**config.mk**
```make
export PLATFORM = sky130hd
export DESIGN_NAME = sparse_polynomial_adder_core
export DESIGN_NICKNAME = d
export VERILOG_FILES = /design/src/rtl/spa_pkg.sv /design/src/rtl/sparse_polynomial_adder_core.sv
export VERILOG_INCLUDE_DIRS = /design/src /design/src/rtl
export SDC_FILE = /design/constraint.sdc
export NUM_CORES = 2
export LEC_CHECK = 0
export BUFFER_PORTS_ARGS = -buffer_cell sky130_fd_sc_hd__clkbuf_2
export CAP_MARGIN = 15
export CORE_ASPECT_RATIO = 1.25
export CORE_UTILIZATION = 40
export DETAILED_ROUTE_END_ITERATION = 16
export PLACE_DENSITY = 0.67
export SLEW_MARGIN = 15
export SYNTH_ARGS = -nofsm -noshare
export SYNTH_HDL_FRONTEND = slang
export SYNTH_SLANG_ARGS = --single-unit
```
**constraint.sdc**
```tcl
create_clock -name clock -period 22.2 [get_ports clock]
set_input_delay 2.22 -clock clock [delete_from_list [all_inputs] [get_ports clock]]
set_output_delay 2.22 -clock clock [all_outputs]
set_load 0.01 [all_outputs]
```
**src/rtl/sparse_polynomial_adder_core_defines.svh**
```systemverilog
// assertion macros for the sparse polynomial adder
// used by rtl/sparse_polynomial_adder_core.sv, expects clock and reset in scope
`ifndef SPARSE_POLYNOMIAL_ADDER_CORE_DEFINES_SVH
`define SPARSE_POLYNOMIAL_ADDER_CORE_DEFINES_SVH
`ifndef NO_ASSERTIONS
`define SPA_ASSERT_ALWAYS(lbl, cond) \
   lbl: assert property (@(posedge clock) disable iff (reset) (cond)) \
      else $error("sparse polynomial adder check failed");
`define SPA_ASSERT_IMPLIES(lbl, ante, cons) \
   lbl: assert property (@(posedge clock) disable iff (reset) (ante) |-> (cons)) \
      else $error("sparse polynomial adder check failed");
`define SPA_ASSERT_NEXT(lbl, ante, cons) \
   lbl: assert property (@(posedge clock) disable iff (reset) (ante) |=> (cons)) \
      else $error("sparse polynomial adder check failed");
`else
`define SPA_ASSERT_ALWAYS(lbl, cond)
`define SPA_ASSERT_IMPLIES(lbl, ante, cons)
`define SPA_ASSERT_NEXT(lbl, ante, cons)
`endif
`endif

```
**src/rtl/spa_pkg.sv**
```systemverilog
// types and constants of the sparse polynomial adder
// no dependencies
`default_nettype none
package spa_pkg;
   localparam int MAX_TERMS = 16;
   localparam int IDX_W = (MAX_TERMS > 1) ? $clog2(MAX_TERMS) : 1;
   localparam int CNT_W = $clog2(MAX_TERMS + 1);

   // transaction modes
   localparam logic [1:0] MODE_INS_A  = 2'd0;
   localparam logic [1:0] MODE_INS_B  = 2'd1;
   localparam logic [1:0] MODE_SUM    = 2'd2;
   localparam logic [1:0] MODE_UNUSED = 2'd3;

   // result status codes
   localparam logic [2:0] ST_INSERTED = 3'd0;
   localparam logic [2:0] ST_COMBINED = 3'd1;
   localparam logic [2:0] ST_FULL     = 3'd2;
   localparam logic [2:0] ST_TERM     = 3'd3;
   localparam logic [2:0] ST_EMPTY    = 3'd4;

   typedef struct packed {
      logic [1:0]         mode;
      logic signed [31:0] coefficient;
      logic signed [31:0] exponent;
   } req_type;

   typedef struct packed {
      logic [2:0]         status;
      logic signed [31:0] term_coefficient;
      logic signed [31:0] term_exponent;
      logic               last;
   } rsp_type;
endpackage
`default_nettype wire

```
**src/rtl/sparse_polynomial_adder_core.sv**
```systemverilog
// sparse polynomial adder: two sorted term tables, sorted insert and merge sum
// depends on spa_pkg and sparse_polynomial_adder_core_defines.svh
//
// usage: drive req_data and raise start; the transaction is taken when start is
// high and busy is low. modes 0 and 1 insert a term into table A or B, mode 2
// merges both tables, emits the sum terms and clears both tables, mode 3 is
// taken and ignored. results come out on rsp_data with a one-cycle rsp_valid
// strobe; rsp_data.last marks the final result of a transaction. the receiver
// cannot stall, so results are never held.
// an insert scans the table one entry a cycle and then shifts later entries up
// one a cycle; its single result follows the last step of work. a sum walks
// both tables in merge steps, taking the larger exponent or adding equal ones
// and dropping a zero sum; each term is held back until the next is made, and
// the held term goes out with last once both tables are done. one exponent
// comparator and one coefficient adder are shared by the scan and the merge
// steps. busy drops as the final result shows, and the next transaction can
// be taken in that cycle.
// reset clears both term counts and the sequencer; table contents need no clear.
`include "sparse_polynomial_adder_core_defines.svh"
`default_nettype none
module sparse_polynomial_adder_core
   import spa_pkg::*;
(
   input  wire logic    clock,
   input  wire logic    reset,
   input  wire logic    start,
   output logic         busy,
   input  wire req_type req_data,
   output logic         rsp_valid,
   output rsp_type      rsp_data
);
   typedef enum logic [2:0] {S_IDLE, S_SCAN, S_SHIFT, S_MERGE} state_type;

   state_type state_ff;
   logic              tsel_ff;
   logic signed [31:0] coef_ff, exp_ff;
   logic [CNT_W-1:0]  idx_ff, pos_ff, cnt_a_ff, cnt_b_ff, ia_ff, ib_ff;
   logic              pend_valid_ff;
   rsp_type           pend_ff;
   logic              rsp_valid_ff;
   rsp_type           rsp_ff;

   logic signed [31:0] a_coef_ff [MAX_TERMS];
   logic signed [31:0] a_exp_ff  [MAX_TERMS];
   logic signed [31:0] b_coef_ff [MAX_TERMS];
   logic signed [31:0] b_exp_ff  [MAX_TERMS];

   logic [CNT_W-1:0] idx_m1, ra_in, rb_in, n_sel;
   logic signed [31:0] a_c, a_e, b_c, b_e, rd_c, rd_e;
   logic signed [31:0] op_x, op_y, sum, cx, cy;
   logic gt, eq, va, vb;
   logic prod_v;
   logic signed [31:0] prod_c, prod_e;
   logic [CNT_W-1:0] ia_in, ib_in;

   // read addresses, one per table
   always_comb begin
      idx_m1 = idx_ff - CNT_W'(1);
      if (state_ff == S_MERGE) begin
         ra_in = ia_ff;
         rb_in = ib_ff;
      end else if (state_ff == S_SHIFT) begin
         ra_in = idx_m1;
         rb_in = idx_m1;
      end else begin
         ra_in = idx_ff;
         rb_in = idx_ff;
      end
   end

   assign a_c  = a_coef_ff[ra_in[IDX_W-1:0]];
   assign a_e  = a_exp_ff[ra_in[IDX_W-1:0]];
   assign b_c  = b_coef_ff[rb_in[IDX_W-1:0]];
   assign b_e  = b_exp_ff[rb_in[IDX_W-1:0]];
   assign rd_c = tsel_ff ? b_c : a_c;
   assign rd_e = tsel_ff ? b_e : a_e;
   assign n_sel = tsel_ff ? cnt_b_ff : cnt_a_ff;

   // shared adder and exponent comparator
   always_comb begin
      if (state_ff == S_MERGE) begin
         op_x = a_c;
         op_y = b_c;
         cx   = a_e;
         cy   = b_e;
      end else begin
         op_x = rd_c;
         op_y = coef_ff;
         cx   = rd_e;
         cy   = exp_ff;
      end
      sum = op_x + op_y;
      gt  = cx > cy;
      eq  = cx == cy;
   end

   // one merge step
   always_comb begin
      va     = ia_ff < cnt_a_ff;
      vb     = ib_ff < cnt_b_ff;
      prod_v = 1'b0;
      prod_c = a_c;
      prod_e = a_e;
      ia_in  = ia_ff;
      ib_in  = ib_ff;
      if (va && vb && eq) begin
         prod_v = sum != 32'sd0;
         prod_c = sum;
         ia_in  = ia_ff + CNT_W'(1);
         ib_in  = ib_ff + CNT_W'(1);
      end else if (va && (!vb || gt)) begin
         prod_v = 1'b1;
         ia_in  = ia_ff + CNT_W'(1);
      end else if (vb) begin
         prod_v = 1'b1;
         prod_c = b_c;
         prod_e = b_e;
         ib_in  = ib_ff + CNT_W'(1);
      end
   end

   // sequencer, tables and registered result
   always_ff @(posedge clock) begin
      if (reset) begin
         state_ff      <= S_IDLE;
         cnt_a_ff      <= '0;
         cnt_b_ff      <= '0;
         pend_valid_ff <= 1'b0;
         rsp_valid_ff  <= 1'b0;
      end else begin
         rsp_valid_ff <= 1'b0;
         case (state_ff)
            S_IDLE: begin
               if (start) begin
                  coef_ff <= req_data.coefficient;
                  exp_ff  <= req_data.exponent;
                  tsel_ff <= req_data.mode == MODE_INS_B;
                  idx_ff  <= '0;
                  ia_ff   <= '0;
                  ib_ff   <= '0;
                  if (req_data.mode == MODE_INS_A || req_data.mode == MODE_INS_B)
                     state_ff <= S_SCAN;
                  else if (req_data.mode == MODE_SUM)
                     state_ff <= S_MERGE;
               end
            end
            S_SCAN: begin
               rsp_ff.term_coefficient <= coef_ff;
               rsp_ff.term_exponent    <= exp_ff;
               rsp_ff.last             <= 1'b1;
               if (idx_ff < n_sel && gt) begin
                  idx_ff <= idx_ff + CNT_W'(1);
               end else if (idx_ff < n_sel && eq) begin
                  if (tsel_ff) b_coef_ff[idx_ff[IDX_W-1:0]] <= sum;
                  else         a_coef_ff[idx_ff[IDX_W-1:0]] <= sum;
                  rsp_ff.status <= ST_COMBINED;
                  rsp_valid_ff  <= 1'b1;
                  state_ff      <= S_IDLE;
               end else if (n_sel >= CNT_W'(MAX_TERMS)) begin
                  rsp_ff.status <= ST_FULL;
                  rsp_valid_ff  <= 1'b1;
                  state_ff      <= S_IDLE;
               end else begin
                  pos_ff   <= idx_ff;
                  idx_ff   <= n_sel;
                  state_ff <= S_SHIFT;
               end
            end
            S_SHIFT: begin
               if (idx_ff > pos_ff) begin
                  // move one entry up
                  if (tsel_ff) begin
                     b_coef_ff[idx_ff[IDX_W-1:0]] <= rd_c;
                     b_exp_ff[idx_ff[IDX_W-1:0]]  <= rd_e;
                  end else begin
                     a_coef_ff[idx_ff[IDX_W-1:0]] <= rd_c;
                     a_exp_ff[idx_ff[IDX_W-1:0]]  <= rd_e;
                  end
                  idx_ff <= idx_m1;
               end else begin
                  if (tsel_ff) begin
                     b_coef_ff[pos_ff[IDX_W-1:0]] <= coef_ff;
                     b_exp_ff[pos_ff[IDX_W-1:0]]  <= exp_ff;
                     cnt_b_ff <= cnt_b_ff + CNT_W'(1);
                  end else begin
                     a_coef_ff[pos_ff[IDX_W-1:0]] <= coef_ff;
                     a_exp_ff[pos_ff[IDX_W-1:0]]  <= exp_ff;
                     cnt_a_ff <= cnt_a_ff + CNT_W'(1);
                  end
                  rsp_ff.status <= ST_INSERTED;
                  rsp_valid_ff  <= 1'b1;
                  state_ff      <= S_IDLE;
               end
            end
            S_MERGE: begin
               ia_ff <= ia_in;
               ib_ff <= ib_in;
               if (!va && !vb) begin
                  // flush the held term as last, or report an empty sum
                  if (pend_valid_ff) begin
                     rsp_ff      <= pend_ff;
                     rsp_ff.last <= 1'b1;
                  end else begin
                     rsp_ff.status           <= ST_EMPTY;
                     rsp_ff.term_coefficient <= '0;
                     rsp_ff.term_exponent    <= '0;
                     rsp_ff.last             <= 1'b1;
                  end
                  rsp_valid_ff  <= 1'b1;
                  pend_valid_ff <= 1'b0;
                  cnt_a_ff      <= '0;
                  cnt_b_ff      <= '0;
                  state_ff      <= S_IDLE;
               end else if (prod_v) begin
                  // hold one term back so the final one can carry last
                  if (pend_valid_ff) begin
                     rsp_ff       <= pend_ff;
                     rsp_valid_ff <= 1'b1;
                  end
                  pend_ff.status           <= ST_TERM;
                  pend_ff.term_coefficient <= prod_c;
                  pend_ff.term_exponent    <= prod_e;
                  pend_ff.last             <= 1'b0;
                  pend_valid_ff            <= 1'b1;
               end
            end
            default: state_ff <= S_IDLE;
         endcase
      end
   end

   assign busy      = state_ff != S_IDLE;
   assign rsp_valid = rsp_valid_ff;
   assign rsp_data  = rsp_ff;

   // checks
   `SPA_ASSERT_ALWAYS(a_cnt_bound, cnt_a_ff <= CNT_W'(MAX_TERMS) && cnt_b_ff <= CNT_W'(MAX_TERMS))
   `SPA_ASSERT_NEXT(a_start_busy, start && !busy && req_data.mode != MODE_UNUSED, busy)
   `SPA_ASSERT_IMPLIES(a_empty_last, rsp_valid && rsp_data.status == ST_EMPTY, rsp_data.last)
   `SPA_ASSERT_IMPLIES(a_idle_no_pend, state_ff == S_IDLE, !pend_valid_ff)
   `SPA_ASSERT_IMPLIES(a_insert_last, rsp_valid && rsp_data.status != ST_TERM, rsp_data.last)
endmodule
`default_nettype wire
```
==> results_dict.tcl <==
set metrics [dict create \
    outcome "complete, but fails checks" \
    violations "design-rule violations" \
    arrival_ns 10.43 \
    cts_num_sinks 2279 \
    start_util 0.403 \
    dp_slack_ns 12.33 \
    portBuffers 138 \
    yosys.area.top_type "edfxtp_1" \
    drt_iter0_drc 5413 \
    finalHoldViolations 0 \
    setup.worst_path.class "reg2reg" \
    clk_latency_ns 0.85 \
    yosysMostFrequentCell "edfxtp_1" \
    synth_cell_types 77 \
    synth-seq-area-share 0.722 \
    synthDominantCellAreaShare 0.719 \
    synth_cells 5091 \
    grt_use_met1 0.266 \
    synth_area_sq_um 94600 \
    io_pins 139 \
    cpMaxStageDelayCell "buf_4" \
    rsz0062_at_grt "no" \
    worst_pin_slew_ns 1.24 \
    fin_crit_sh 0.450 \
    finalWirelength_mm 234 \
    via_per_inst 5.77 \
    cts_buffers 204 \
    drc 36 \
    start_kind "flop" \
    cts_setup_buffers 0 \
    grt_max_degree 129 \
    slowest_delay_ns 0.77 \
    die_y_um 546 \
    final_antenna_net_count 0 \
    reg2reg_depth 27 \
    yosysWarnings 0 \
    final_util 0.453 \
    synth-seq-cells 2279 \
    dieArea_sq_um 239000 \
    drv_cap 0 \
    wl_per_cell_um 27.3 \
    setup_viol 0 \
    worst_slack_ns 12.20 \
    gp_congestion 0.952 \
    r2r_slack_ns 12.20 \
    cts_tree "done" \
    die_x_um 437 \
    crit_required_ns 22.63 \
    fin_crit_ns 10.0 \
    hold_depth 2 \
    grt_pass1_vias 49339 \
    use_met2 0.310 \
    first_pass_iters 14 \
    cts_hold_buf 0 \
    reg2reg_from "idx_ff[0]" \
    timing.rr.end "rsp_data[13]" \
    holdPathEnd "cnt_b_ff[4]" \
    ys.flop_type "edfxtp_1" \
    ys_async_sr_fraction 0 \
    cts-root-buf "clkbuf_16" \
    grt_pass1_wl_mm 339 \
    syn-mean-instance-area_sq_um 18.6 \
    grt_usage 0.193 \
    drive_gt1_frac 0.248 \
    syn_nets 5252 \
    worstHoldPathType "reg2reg" \
    layout.nets 5472 \
    grt_util_met3 0.0202 \
    busiest_layer "met2" \
    path_clk_slew_ns 0.07 \
    ctsLongestPathBuffers 4 \
    path_max_fanout 65 \
    num_vias 49534 \
    setup.worst_path.end_class "flop" \
    tns_ns 0 \
    synth_common_cells "edfxtp_1, mux4_2, a21oi_1" \
    htree_levels 4 \
    fin_skew_ns 0.0345 \
    crit_top_cell "buf_4" \
    core_sq_um 235000 \
    dp_hpwl_mm 136 \
    max_freq_mhz 100 \
    num_rows 199 \
    antenna_found_initial 10 \
    max-slew-margin-rel 0.172 \
    syn_to_final_growth_pct 12.5 \
    cts-resized-gates 0 \
    finalMaxSlewViolations 0 \
    synthTopCellsByArea "edfxtp_1, mux4_2, mux2i_1" \
    synth_edf_count 2265 \
    min_from "cnt_b_ff[4]" \
    grt_overflow 0 \
]
==> worst max-delay path: cells and delay by family, from the launching register on <==
| kind | cells | cell delay (ns) |
|---|---|---|
| AND/OR/NAND/NOR | 11 | 3.03 |
| multiplexers | 2 | 0.92 |
| flip-flops | 1 | 0.57 |
| AO/OA/AOI/OAI | 6 | 1.09 |
| buffers and inverters | 6 | 2.91 |
| adder cells (fa/ha/maj) | 2 | 0.73 |
==> per-layer routing <==
metal	vias to the layer above	wire length (um)
met4	4	10800
met2	1854	112000
li1	21157	-
met3	390	14900
met1	26129	96100
met5	-	18
==> placed cells by master (no fill, tap or decap), types with 99 or more instances in the layout <==
cell type / instances
edfxtp_1: 2265
mux4_2: 508
a21oi_1: 295
mux2i_1: 259
clkbuf_16: 206
nor2_1: 172
nor2b_1: 170
buf_4: 164
nand2_1: 138
clkbuf_2: 138
a211oi_1: 136
mux2_2: 99
o21ai_0: 99
==> state kept, by name, indices dropped and copies added, names as in the netlist, 32 cells and up <==
signal and cells:
exp_ff 32, coef_ff 32, a_exp_ff 512, b_exp_ff 512
a_coef_ff 512, pend_ff 64, b_coef_ff 512, rsp_data 68
==> cells by family after synthesis <==
family,after synthesis,share of synthesized area
DFF,2279,0.722
muxes,871,0.161
AOI/OAI and AO/OA,791,0.0515
and+or+nand+nor,686,0.0354
buffers and inverters,332,0.0149
adders and majority gates,92,0.0122
xor gates and xnor gates,40,0.00386
==> area by class of cell <==
cell class,count,area (sq um)
Sequential cell,2279,68300
Antenna cell,5,12.5
Inverter,35,134
Multi-Input combinational cell,2480,25800
Clock inverter,115,1000
Clock buffer,238,5280
Timing Repair Buffer,311,2070
Fill cell,19689,129000
Tap cell,3115,3900
==> through the flow <==
step	instance area (sq um)	hold slack (ns)	cells
after floorplan	94600	0.451	5091
after global placement	100000	0.472	8216
after detailed placement	100000	0.497	8217
after CTS	106000	0.508	8570
after global routing	107000	0.543	8575
final	107000	0.511	8578
==> how the worst max path moves through the flow <==
| stage | endpoint | depth (start not counted) | startpoint | slack, ns |
|---|---|---|---|---|
| after global routing | rsp_data[16] | 27 | idx_ff[0] | 11.68 |
| after CTS | rsp_data[21] | 25 | idx_ff[0] | 12.26 |
| after detailed placement | rsp_data[0] | 25 | idx_ff[0] | 12.33 |
| after global placement | rsp_data[20] | 25 | idx_ff[0] | 12.40 |
| final | rsp_data[13] | 27 | idx_ff[0] | 12.20 |
| after floorplan | rsp_data[0] | 26 | idx_ff[0] | 10.88 |
Power is left out: the tool's default activity adds up to more than one toggle a clock period on the data nets, which glitch-free logic cannot reach.
